## src/rtl/imq_pkg.sv

```systemverilog
// Package for the indexed min-heap priority queue: widths, command and status
// codes, heap entry type and the controller/datapath command and status structs.
// Depends on nothing.
`timescale 1ns / 1ps

package imq_pkg;

	localparam int PRIO_W       = 8;
	localparam int PAY_W        = 32;
	localparam int TOP_W        = 9;
	localparam int ST_W         = 3;
	localparam int CMD_W        = 2;
	localparam int PRIO_RANGE   = 256;
	localparam int CAPACITY_DEF = 64;

	localparam logic [PRIO_W-1:0] MAXP_RESET = 8'hFF;

	localparam logic [CMD_W-1:0] CMD_INSERT = 2'd0;
	localparam logic [CMD_W-1:0] CMD_REMOVE = 2'd1;
	localparam logic [CMD_W-1:0] CMD_RAISE  = 2'd2;
	localparam logic [CMD_W-1:0] CMD_LOWER  = 2'd3;

	localparam logic [ST_W-1:0] ST_OK      = 3'd0;
	localparam logic [ST_W-1:0] ST_FULL    = 3'd1;
	localparam logic [ST_W-1:0] ST_EMPTY   = 3'd2;
	localparam logic [ST_W-1:0] ST_ABSENT  = 3'd3;
	localparam logic [ST_W-1:0] ST_PRESENT = 3'd4;

	// Heap memory read address selects.
	localparam logic [2:0] RD_NONE   = 3'd0;
	localparam logic [2:0] RD_ROOT   = 3'd1;
	localparam logic [2:0] RD_LAST   = 3'd2;
	localparam logic [2:0] RD_SLOT   = 3'd3;
	localparam logic [2:0] RD_PARENT = 3'd4;
	localparam logic [2:0] RD_CHILD  = 3'd5;
	localparam logic [2:0] RD_CHILD1 = 3'd6;

	typedef struct packed {
		logic [PRIO_W-1:0] prio;
		logic [PAY_W-1:0]  payload;
	} entry_t;

	typedef struct packed {
		logic            load_in;
		logic            set_status;
		logic [ST_W-1:0] status_code;
		logic            ins_setup;
		logic            rm_take_root;
		logic            rm_take_last;
		logic            rl_setup;
		logic            rl_load;
		logic [2:0]      rd_op;
		logic            mv_parent;
		logic            sd_first;
		logic            sd_second;
		logic            mv_child;
		logic            place;
		logic            load_out;
	} ctrl_cmd_t;

	typedef struct packed {
		logic [CMD_W-1:0] cmd;
		logic             full;
		logic             empty;
		logic             present;
		logic             tgt_same;
		logic             tgt_taken;
		logic             last_one;
		logic             at_root;
		logic             parent_gt;
		logic             no_child;
		logic             has_child1;
		logic             child_lt;
		logic             out_free;
	} ctrl_stat_t;

endpackage

```

## src/rtl/imq_ctrl.sv

```systemverilog
// Controller state machine of the queue: sequences each command through the
// heap datapath. Depends on imq_pkg for the command and status structs.
`timescale 1ns / 1ps

module imq_ctrl (
	input  logic                clk,
	input  logic                arst_n,
	input  logic                req_valid,
	output logic                req_ready,
	input  imq_pkg::ctrl_stat_t stat,
	output imq_pkg::ctrl_cmd_t  ctl
);

	localparam logic [3:0] S_IDLE   = 4'd0;
	localparam logic [3:0] S_EVAL   = 4'd1;
	localparam logic [3:0] S_RM1    = 4'd2;
	localparam logic [3:0] S_RM2    = 4'd3;
	localparam logic [3:0] S_RL1    = 4'd4;
	localparam logic [3:0] S_SU_RD  = 4'd5;
	localparam logic [3:0] S_SU_CMP = 4'd6;
	localparam logic [3:0] S_SD_RD1 = 4'd7;
	localparam logic [3:0] S_SD_RD2 = 4'd8;
	localparam logic [3:0] S_SD_RD3 = 4'd9;
	localparam logic [3:0] S_SD_CMP = 4'd10;
	localparam logic [3:0] S_PLACE  = 4'd11;
	localparam logic [3:0] S_TOP    = 4'd12;
	localparam logic [3:0] S_FIN    = 4'd13;

	logic [3:0] state_q;
	logic [3:0] state_d;

	assign req_ready = (state_q == S_IDLE);

	always_comb begin
		state_d = state_q;
		ctl     = '0;
		ctl.rd_op = imq_pkg::RD_NONE;
		case (state_q)
			S_IDLE: begin
				if (req_valid) begin
					ctl.load_in = 1'b1;
					state_d     = S_EVAL;
				end
			end
			S_EVAL: begin
				case (stat.cmd)
					imq_pkg::CMD_INSERT: begin
						if (stat.full) begin
							ctl.set_status  = 1'b1;
							ctl.status_code = imq_pkg::ST_FULL;
							state_d         = S_TOP;
						end else if (stat.present) begin
							ctl.set_status  = 1'b1;
							ctl.status_code = imq_pkg::ST_PRESENT;
							state_d         = S_TOP;
						end else begin
							ctl.ins_setup = 1'b1;
							state_d       = S_SU_RD;
						end
					end
					imq_pkg::CMD_REMOVE: begin
						if (stat.empty) begin
							ctl.set_status  = 1'b1;
							ctl.status_code = imq_pkg::ST_EMPTY;
							state_d         = S_TOP;
						end else begin
							ctl.rd_op = imq_pkg::RD_ROOT;
							state_d   = S_RM1;
						end
					end
					default: begin
						if (!stat.present) begin
							ctl.set_status  = 1'b1;
							ctl.status_code = imq_pkg::ST_ABSENT;
							state_d         = S_TOP;
						end else if (stat.tgt_same) begin
							state_d = S_TOP;
						end else if (stat.tgt_taken) begin
							ctl.set_status  = 1'b1;
							ctl.status_code = imq_pkg::ST_PRESENT;
							state_d         = S_TOP;
						end else begin
							ctl.rl_setup = 1'b1;
							ctl.rd_op    = imq_pkg::RD_SLOT;
							state_d      = S_RL1;
						end
					end
				endcase
			end
			S_RM1: begin
				ctl.rm_take_root = 1'b1;
				ctl.rd_op        = imq_pkg::RD_LAST;
				state_d          = S_RM2;
			end
			S_RM2: begin
				ctl.rm_take_last = 1'b1;
				state_d          = stat.last_one ? S_TOP : S_SD_RD1;
			end
			S_RL1: begin
				ctl.rl_load = 1'b1;
				state_d     = S_SU_RD;
			end
			S_SU_RD: begin
				if (stat.at_root) begin
					state_d = S_SD_RD1;
				end else begin
					ctl.rd_op = imq_pkg::RD_PARENT;
					state_d   = S_SU_CMP;
				end
			end
			S_SU_CMP: begin
				if (stat.parent_gt) begin
					ctl.mv_parent = 1'b1;
					state_d       = S_SU_RD;
				end else begin
					state_d = S_SD_RD1;
				end
			end
			S_SD_RD1: begin
				if (stat.no_child) begin
					state_d = S_PLACE;
				end else begin
					ctl.rd_op = imq_pkg::RD_CHILD;
					state_d   = S_SD_RD2;
				end
			end
			S_SD_RD2: begin
				ctl.sd_first = 1'b1;
				if (stat.has_child1) begin
					ctl.rd_op = imq_pkg::RD_CHILD1;
					state_d   = S_SD_RD3;
				end else begin
					state_d = S_SD_CMP;
				end
			end
			S_SD_RD3: begin
				ctl.sd_second = 1'b1;
				state_d       = S_SD_CMP;
			end
			S_SD_CMP: begin
				if (stat.child_lt) begin
					ctl.mv_child = 1'b1;
					state_d      = S_SD_RD1;
				end else begin
					state_d = S_PLACE;
				end
			end
			S_PLACE: begin
				ctl.place = 1'b1;
				state_d   = S_TOP;
			end
			S_TOP: begin
				ctl.rd_op = imq_pkg::RD_ROOT;
				state_d   = S_FIN;
			end
			S_FIN: begin
				if (stat.out_free) begin
					ctl.load_out = 1'b1;
					state_d      = S_IDLE;
				end
			end
			default: begin
				state_d = S_IDLE;
			end
		endcase
	end

	always_ff @(posedge clk or negedge arst_n) begin
		if (!arst_n) begin
			state_q <= S_IDLE;
		end else begin
			state_q <= state_d;
		end
	end

endmodule

```

## config.mk

```make
export PLATFORM = sky130hd
export DESIGN_NAME = imq_ctrl
export DESIGN_NICKNAME = d
export VERILOG_FILES = /design/src/rtl/imq_pkg.sv /design/src/rtl/imq_ctrl.sv
export SDC_FILE = /design/constraint.sdc
export NUM_CORES = 1
export LEC_CHECK = 0
export ABC_AREA = 1
export BUFFER_PORTS_ARGS = -buffer_cell sky130_fd_sc_hd__buf_4
export CORE_AREA = 5 5 43 45
export CTS_BUF_LIST = sky130_fd_sc_hd__clkbuf_8
export DETAILED_ROUTE_END_ITERATION = 10
export DIE_AREA = 0 0 48 50
export PLACE_DENSITY = 0.81
export REMOVE_ABC_BUFFERS = 1
export SETUP_SLACK_MARGIN = 0.5
export SYNTH_ARGS = -nofsm -noshare
export SYNTH_HDL_FRONTEND = slang
export SYNTH_SLANG_ARGS = --single-unit
```

## constraint.sdc

```tcl
create_clock -name clk -period 1.9 [get_ports clk]
set_input_delay 0.38 -clock clk [delete_from_list [all_inputs] [get_ports clk]]
set_output_delay 0.38 -clock clk [all_outputs]
set_load 0.05 [all_outputs]
```

* Yosys cells after proc, flatten, opt, wreduce, memory -nomap -nowiden
Cells that the tools add are included.
** Word-level totals
- Output and inout port bits :: 20
- Bits in registers :: 4
- Input bits :: 17
- Word-level logic and storage cells :: 76
** Operators by class
- Equality and inequality tests :: 16
- Multiplexer cells :: 55
- Reductions and logical operators :: 4
** Operator list (number)
- $mux 4 :: 16
- $pmux 4 s14 :: 1
- $eq 4x4->1 const B :: 6
- $mux 1 :: 24
- $pmux 3 s6 :: 1
- $eq 4x3->1 const B :: 4
- $pmux 4 s2 :: 2
- $mux 2 :: 6
- $mux 3 :: 3
- $eq 4x2->1 const B :: 2
- $mux 5 :: 1
- $eq 4x1->1 const B :: 1
- $logic_not 4->1 :: 1
- $ne 2x2->1 const B :: 2
- $pmux 2 s2 :: 1
- $eq 2x1->1 const B :: 1
- $logic_not 2->1 :: 1
- $reduce_and 2->1 :: 1
- $reduce_or 2->1 :: 1

* Logic depth before layout (Yosys ltp)
Gate-level depths: netlist of run 1.
- Depth in word-level cells :: 5
- Gate-level depth with buffers :: 8
- Gate-level depth less buffers :: 8

* Least setup slack after synthesis of run 1
No wires, ideal clock.
- Kind :: flip-flop to output port
- Start point :: register state_q[2]
- End point :: output ctl[0] in the netlist's numbering
- Stages on the path, launching flop included :: 3
- Buffers on the path :: 0
- Arrival :: 2.006 ns
- Slack :: -0.486 ns
- Cell sequence :: dfrtp_1 > nand2_1 > nor4_1
** RTL lines
- from (decl) :: RTL line imq_ctrl.sv:29 : logic [3:0] state_q;
- from (signal assigned) :: RTL line imq_ctrl.sv:172 : state_q <= state_d;
- to (decl) :: RTL line imq_ctrl.sv:11 : output imq_pkg::ctrl_cmd_t ctl

==> flow_summary.yaml, run 1 <==
run:
  cap_violations: 0
final_layout:
  n_fill_cell: 63
  drive_gt1_share_pct: 53.14
  multi_input_area_um2: 554.3
  largest_reg_flops: 4
  area_growth_pct: 114.2
  antennaDiodeCount: 0
  top_regs: "state_q (4)"
  fin_nets: 194
  seqCellArea_um2: 105.1
  final_area_mm2: 0.001321
  largest-register: "state_q"
hold_path:
  min_path_type: "primary input to async pin"
pwr:
  internal_power_uw: 897.5
  clock_power_share_pct: 8.4
  pwr-share-comb_pct: 80.3
  seq_power_share_pct: 11.3
  p_leak_nw: 0.7177
  vdd_ir_drop_max_uv: 1160
  swShare_pct: 57.60
  power.density_mw_per_mm2: 1602
  switching_power_mw: 1.219
logic_synthesis:
  yosys.cell_types.count: 19
  netlist_top_cells_count: "nand2_1, inv_1, nor2_1"
  ys_ff_latch: 4
  async_reset_ff_share_pct: 100.0
  yosysSeqAreaShare_pct: 16.23
  synth_edf_count: 0
  syn-cell-area_um2: 616.8
  synth_top_cell_by_area: "nand2_1"
  yosys_warnings: 0
  synthTopCellsByArea: "nand2_1, dfrtp_1, inv_1"
  yosysMostFrequentCell: "nand2_1"
  syn_avg_cell_area_um2: 5.227
  yosysTopAreaCellShare_pct: 17.04
  yosys_most_used_dff: "dfrtp_1"
  netlist_instances: 118
timing:
  slew_headroom_pct: 74.41
  tightest_slew_ns: 0.3799
  hold_viol: 0
  hold_ws_ns: 0.5113
  fin_setup_tns_ns: -0.005983
  period_share_pct: 100.3
  fin_ws_ns: -0.005983
  fin_skew_ns: 0.0001993
  period_minus_slack_ns: 1.906
  rsz0062_at_grt: "true"
  max_freq_mhz: 524.7
  drv_slew: 0
  setup_viol: 1
die:
  die_h_um: 50
  dieWidth_um: 48
  initial_core_util_pct: 42.94
  ioPinCount: 37
  core_mm2: 0.001436
  num_rows: 14
  dieArea_mm2: 0.002400
place:
  hpwl_um: 1669
  place_area_um2: 907.1
  port-buffer-count: 36
  gp_congestion: 0.8639
setup_path:
  rr_endpoint: "state_q[0]$_DFFE_PN0P_"
  start_kind: "flip-flop"
  critPathArrivalTime_ns: 1.53
  criticalPathCategory: "flip-flop to primary output"
  critPathRequiredTime_ns: 1.52
  cp-end-kind: "primary output"
  crit_fanout: 4
  r2r_slack_ns: 0.34
  r2r-start: "state_q[1]$_DFFE_PN0P_"
  rr_worst_depth: 10
drt:
  totalWireLength_um: 3336
  drt_iter0_drc: 32
  wire_per_inst_um: 17.47
  drc: 0
  final_antenna_net_count: 0
  firstDrtPassIters: 5
  vias_per_cell: 5.733
  dr_total_vias: 1095
clock_tree:
  clk_latency_ns: 0.22
  cts_buffers: 3
  cts_root_buffer: "clkbuf_8"
  cts.clk_slew.worst_paths_ns: 0.03
  htree_levels: 1
  cts_sinks: 4
  tritoncts: "yes"
  clk_path_buf_depth: 2
grt:
  grt_max_degree: 8
  grt_overflow: 0
  grt_pass1_vias: 928
  antenna_found_initial: 0
  grt_usage_pct: 21.88
  grt_first_pass_wirelength_um: 3815
outcome:
  status: "complete, but fails checks"
  violations: "setup timing"
power by group through the flow:
| stage | registers, mW | logic, mW | clock network (mW) |
|---|---|---|---|
| floorplan | 0.198 | 0.816 | 0 |
| global placement | 0.202 | 1.10 | 0 |
| detailed placement | 0.209 | 1.11 | 0 |
| CTS | 0.218 | 1.32 | 0.178 |
| global route | 0.242 | 1.78 | 0.189 |
| finish | 0.240 | 1.70 | 0.178 |
critical path: stages, from the launching register on:
cell and delay (ns):
dfrtp_2 0.42, inv_1 0.17, nand2_2 0.11, nor2_2 0.16, nand2_1 0.11, o211ai_1 0.11
buf_4 0.23
worst max-delay path by stage:
stage	from	end	slack [ns]	cells after the start
2_1_floorplan	state_q[2]$_DFFE_PN0P_	ctl[0]	-0.49	2
3_3_place_gp	state_q[2]$_DFFE_PN0P_	ctl[6]	0.27	5
3_5_place_dp	state_q[2]$_DFFE_PN0P_	ctl[6]	0.24	5
4_1_cts	state_q[0]$_DFFE_PN0P_	ctl[6]	0.09	6
5_1_grt	state_q[3]$_DFFE_PN0P_	ctl[8]	-0.03	7
6_report	state_q[3]$_DFFE_PN0P_	ctl[8]	-0.006	6
final cells by class:
class	instances	area share, %
Multi-Input combinational cell	88	41.95
Timing Repair Buffer	54	38.07
Sequential cell	4	7.955
Inverter	26	7.386
Clock buffer	3	3.125
Tap cell	16	1.515
logic make-up (layout without fill, tap and decap cells):
logic type | count (synthesis) | in the layout | share of synthesized area (%)
AOI/OAI and AO/OA | 11 | 11 | 9.938
and+or+nand+nor | 77 | 77 | 58.01
buffers and inverters | 26 | 83 | 15.82
DFF | 4 | 4 | 16.23
timing repair:
action                                  in CTS  in global routing
hold buffers                                 1                  0
gates resized for setup                     29                 36
endpoints found under the setup margin      20                 22
pin swaps                                    5                 11
endpoints found under the hold margin        4                  0
buffers inserted                             7                 10
cells in the final DEF (no fill, tap or decap), drive strengths merged, types with 3 or more instances in the layout:
cell type	synthesis	layout
a21oi	3	3
nand4	4	4
inv	26	26
clkbuf	0	3
nand2	29	29
buf	0	53
o21ai	5	5
dfrtp	4	4
nor2	31	31
nand3	7	7
metal layers:
metal,GRT usage [%],wire [um]
met5,0,0
met4,10.31,129
met3,4.000,227
met2,38.99,1738
met1,22.94,1240
metrics by stage:
step	power [mW]	cells	utilization (%)	setup WS, ns
3_5_place_dp	1.318	170	63.15	0.2372
5_1_grt	2.212	191	91.99	-0.02670
6_report	2.116	191	91.99	-0.005983
4_1_cts	1.717	181	77.18	0.08980
2_1_floorplan	1.014	118	-	-0.4857
3_3_place_gp	1.301	170	63.15	0.2699
Note: power is estimated with default switching activity, not from simulation.
==> run 2, diff against run 1 <==
REMOVE_ABC_BUFFERS = not set   (was 1)
==> run 2 against run 1 <==
  * The flow now finishes without violations
  * Non-clock buffer count unchanged
  * Routed wire length is 5.9% higher
  * Clock skew grew 0.010 ns
  * Total power increased by 5.1%
  * Design area up 3.1%
  * Sequential power is 5% higher
  * Critical endpoint unchanged
  * Cell count grew 0.52%
==> flow_summary.yaml, run 2 (synthesized netlist as in run 1, its figures left out) <==
final_layout:
  drive_gt1_share_pct: 56.25
  area_growth_pct: 120.9
  fin_nets: 194
  n_fill_cell: 42
  largest-register: "state_q"
  largest_reg_flops: 4
  top_regs: "state_q (4)"
  mostFrequentLayoutCell: "buf_4"
  antennaDiodeCount: 0
  final_cell_mix: "buf_4, nand2_1, inv_1"
hold_path:
  min_path_type: "primary input to async pin"
grt:
  grt_first_pass_wirelength_um: 4629
  grt_pass1_vias: 1133
  grt_overflow: 0
  grt_max_degree: 9
  antenna_found_initial: 0
  grt_usage_pct: 26.95
clock_tree:
  clk_latency_ns: 0.23
  htree_levels: 1
  cts_buffers: 3
  clk_path_buf_depth: 2
  cts.clk_slew.worst_paths_ns: 0.04
  tritoncts: "yes"
  cts_root_buffer: "clkbuf_8"
  cts_sinks: 4
setup_path:
  slowest_stage: "dfrtp_2"
  path_cells: "inv_4, nand2_2, nor2_4, nand2_1, o211ai_1, buf_4"
  crit_fanout: 5
  cp-end-kind: "primary output"
  criticalPathCategory: "flip-flop to primary output"
  crit_path_max_incr_delay_ns: 0.48
  start_kind: "flip-flop"
  critPathArrivalTime_ns: 1.50
  r2r-start: "state_q[1]$_DFFE_PN0P_"
  rr_worst_depth: 8
  critPathRequiredTime_ns: 1.52
  crit_start: "state_q[3]$_DFFE_PN0P_"
die:
  ioPinCount: 37
  num_rows: 14
  initial_core_util_pct: 42.94
  core_mm2: 0.001436
  dieArea_mm2: 0.002400
  dieWidth_um: 48
  die_h_um: 50
drt:
  wire_per_inst_um: 18.40
  vias_per_cell: 5.740
  totalWireLength_um: 3533
  dr_total_vias: 1102
  final_antenna_net_count: 0
  drc: 0
  firstDrtPassIters: 4
  drt_iter0_drc: 38
pwr:
  p_leak_nw: 0.7086
  power.density_mw_per_mm2: 1633
  p_total_mw: 2.225
  vdd_ir_drop_max_uv: 1307
outcome:
  status: "finished, final reports clean"
timing:
  drv_slew: 0
  setup_viol: 0
  rsz0062_at_grt: "true"
  hold_viol: 0
  period_share_pct: 98.84
  tightest_slew_ns: 0.3543
  period_minus_slack_ns: 1.878
  fin_setup_tns_ns: 0
  slew_headroom_pct: 76.13
  max_freq_mhz: 532.5
  fin_skew_ns: 0.01029
place:
  port-buffer-count: 36
  hpwl_um: 1784
  gp_congestion: 0.8865
logic_synthesis:
  synth_nets: 135
run:
  cap_violations: 0
[run 2: changes by cell type in the layout (fill, tap and decap cells not counted), moves of 2 or more]
cell / delta
inv_2: +3
nor2_2: -4
inv_1: -5
clkinvlp_4: +2
nor2_4: +3
buf_4: -2
buf_8: +3
[run 2: worst max-delay path, delay by kind of cell (launching register included)]
| family | cells | cell delay [ns] |
|---|---|---|
| buf+inv | 2 | 0.33 |
| compound gates | 1 | 0.11 |
| flops | 1 | 0.48 |
| simple gates | 3 | 0.35 |
[run 2: layout make-up]
cell class | instances | area, um2 | area share (%)
Multi-Input combinational cell | 88 | 571.8 | 41.96
Timing Repair Buffer | 54 | 513.0 | 37.65
Inverter | 26 | 107.6 | 7.897
Sequential cell | 4 | 105.1 | 7.713
Clock buffer | 3 | 41.29 | 3.030
Tap cell | 16 | 20.02 | 1.469
Clock inverter | 1 | 3.754 | 0.2755
[run 2: power breakdown]
part | internal [mW] | switching, mW
Sequential | 0.141 | 0.110
Clock | 0.139 | 0.0573
Combinational | 0.650 | 1.13
[run 2: per-layer routing]
metal	vias to the layer above	GRT usage, %	wire (um)
met5	-	0	0
met4	0	14.35	175
met3	26	9.818	338
met2	89	49.34	1846
met1	502	23.28	1174
li1	485	-	-
[run 2: through the flow]
stage	std cells	instance area (um2)	utilization [%]	setup slack [ns]	hold WS [ns]
finish	192	1363	94.86	0.02207	0.5212
global route	192	1363	94.86	-0.03831	0.5214
CTS	190	1286	89.55	0.06669	0.5058
detailed placement	170	996.0	69.34	0.2114	0.1791
global placement	170	996.0	69.34	0.2535	0.1765
floorplan	118	705.7	-	0.03969	0.08441
[run 2: timing repair]
action                                 in CTS  in global routing
endpoints found under the hold margin       4                  0
buffers inserted                           15                  2
resized for setup                          33                 18
setup endpoints to repair                  20                 24
pin swaps                                   7                  9
hold buffers                                1                  0
[run 2: worst paths after layout]
check	to	slack [ns]
worst max-delay path	ctl[8]	0.02
worst min-delay path	state_q[3]$_DFFE_PN0P_	0.52
worst max register to register	state_q[0]$_DFFE_PN0P_	0.33
worst min register to register	state_q[1]$_DFFE_PN0P_	0.88
max in group asynchronous	state_q[1]$_DFFE_PN0P_	1.25
min in group clk	state_q[3]$_DFFE_PN0P_	0.53
==> run 3, diff against run 2 <==
CELL_PAD_IN_SITES_DETAIL_PLACEMENT = 1   (was not set)
CELL_PAD_IN_SITES_GLOBAL_PLACEMENT = 1   (was not set)
CORE_AREA = 5 5 53 55   (was 5 5 43 45)
DIE_AREA = 0 0 58 60   (was 0 0 48 50)
MAX_ROUTING_LAYER = met4   (was not set)
PLACE_DENSITY = not set   (was 0.81)
PLACE_DENSITY_LB_ADDON = 0.25   (was not set)
==> run 3 against run 2 <==
  * The flow now finishes with violations (setup timing)
  * Routed wire length grew 23%
  * Worst hold slack lost 0.024 ns
  * Sequential share of layout area shrank 0.98 points
  * Count of clock-buffer cells in the layout is the same
  * Maximum frequency shrank 4.6%
  * Critical endpoint unchanged
  * Largest cell class unchanged
==> flow_summary.yaml, run 3 (synthesized netlist as in run 1, its figures left out) <==
drt:
  drc: 0
  final_antenna_net_count: 0
  vias_per_cell: 5.233
  firstDrtPassIters: 6
  totalWireLength_um: 4329
  dr_total_vias: 1099
  wire_per_inst_um: 20.61
  drt_iter0_drc: 32
clock_tree:
  cts_root_buffer: "clkbuf_8"
  cts.clk_slew.worst_paths_ns: 0.04
  clk_path_buf_depth: 2
  clk_latency_ns: 0.23
  cts_sinks: 4
  cts_buffers: 3
  tritoncts: "yes"
  htree_levels: 1
setup_path:
  r2r_slack_ns: 0.29
  crit_start: "state_q[2]$_DFFE_PN0P_"
  crit_path_max_incr_delay_ns: 0.47
  r2r-start: "state_q[1]$_DFFE_PN0P_"
  path_cells: "inv_2, nor2_2, nand2_2, o211ai_1, buf_4"
  rr_worst_depth: 11
  criticalPathCategory: "flip-flop to primary output"
  critPathArrivalTime_ns: 1.59
  cp-end-kind: "primary output"
  start_kind: "flip-flop"
  critPathRequiredTime_ns: 1.52
  critical_path_buf_inv_count: 2
  crit_fanout: 6
  crit_family: "flip-flops"
  slowest_stage: "dfrtp_2"
  rr_endpoint: "state_q[0]$_DFFE_PN0P_"
grt:
  grt_first_pass_wirelength_um: 5616
  grt_overflow: 0
  grt_usage_pct: 22.14
  grt_max_degree: 7
  grt_pass1_vias: 1182
  antenna_found_initial: 0
die:
  initial_core_util_pct: 26.34
  num_rows: 18
  die_h_um: 60
  core_mm2: 0.002342
  dieArea_mm2: 0.003480
  dieWidth_um: 58
  ioPinCount: 37
timing:
  period_share_pct: 103.6
  slew_headroom_pct: 77.17
  period_minus_slack_ns: 1.968
  fin_ws_ns: -0.06841
  drv_slew: 0
  fin_setup_tns_ns: -0.1029
  max_freq_mhz: 508.0
  hold_viol: 0
  setup_viol: 2
  hold_ws_ns: 0.4975
  rsz0062_at_grt: "true"
  tightest_slew_ns: 0.3410
  fin_skew_ns: 0.002206
final_layout:
  largest-register: "state_q"
  top_regs: "state_q (4)"
  final_cell_mix: "buf_4, buf_6, inv_1"
  final_area_mm2: 0.001562
  fin_nets: 198
  mostFrequentLayoutCell: "buf_4"
  largest_reg_flops: 4
  antennaDiodeCount: 0
  final_util_pct: 66.67
  layout.cells.non_filler: 210
  drive_gt1_share_pct: 65.56
  area_growth_pct: 153.1
place:
  port-buffer-count: 36
  pre_cts_ws_ns: 0.1967
  place_area_mm2: 0.001013
  gp_congestion: 0.8151
  hpwl_um: 2119
  placed_cells: 184
run:
  cap_violations: 0
hold_path:
  min_path_type: "primary input to async pin"
pwr:
  power.density_mw_per_mm2: 1696
  p_total_mw: 2.648
  vdd_ir_drop_max_uv: 1042
  p_leak_nw: 0.7836
outcome:
  status: "complete, but fails checks"
  violations: "setup timing"
logic_synthesis:
  synth_nets: 135
## run 3: worst max-delay path by stage
stage,endpoint,slack [ns],cells after the start
6_report,ctl[8],-0.07,5
5_1_grt,ctl[6],-0.09,6
4_1_cts,ctl[6],0.07,5
3_5_place_dp,ctl[6],0.20,6
3_3_place_gp,ctl[8],0.22,6
2_1_floorplan,ctl[6],0.04,5
## run 3: metal layers
metal | vias to the layer above | track usage [%] | routed length [um]
met2 | 53 | 42.58 | 2223
li1 | 491 | - | -
met4 | 0 | 12.25 | 261
met1 | 535 | 21.06 | 1647
met5 | - | - | 0
met3 | 20 | 3.024 | 197
## run 3: final cells by class
class / instances / area, um2
tap: 30 / 37.54
clock buffer: 3 / 41.29
multi-input combinational: 88 / 659.4
clock inverter: 1 / 3.754
inverter: 26 / 110.1
timing repair buffer: 58 / 604.3
fill: 279 / 780.7
sequential: 4 / 105.1
## run 3: timing repair
item / CTS / global route
setup endpoints to repair: 20 / 24
cloned: 0 / 0
buffers inserted: 12 / 9
resized for setup: 46 / 42
pin swaps: 11 / 11
hold buffers: 1 / 0
endpoints found under the hold margin: 4 / 0
## run 3: power breakdown
part           internal [mW]  total (mW)  leakage (nW)  switching [mW]
clock                  0.140       0.207        0.0269          0.0670
combinational          0.858        2.19         0.712            1.33
sequential             0.141       0.250        0.0444           0.108
total                   1.14        2.65         0.784            1.51
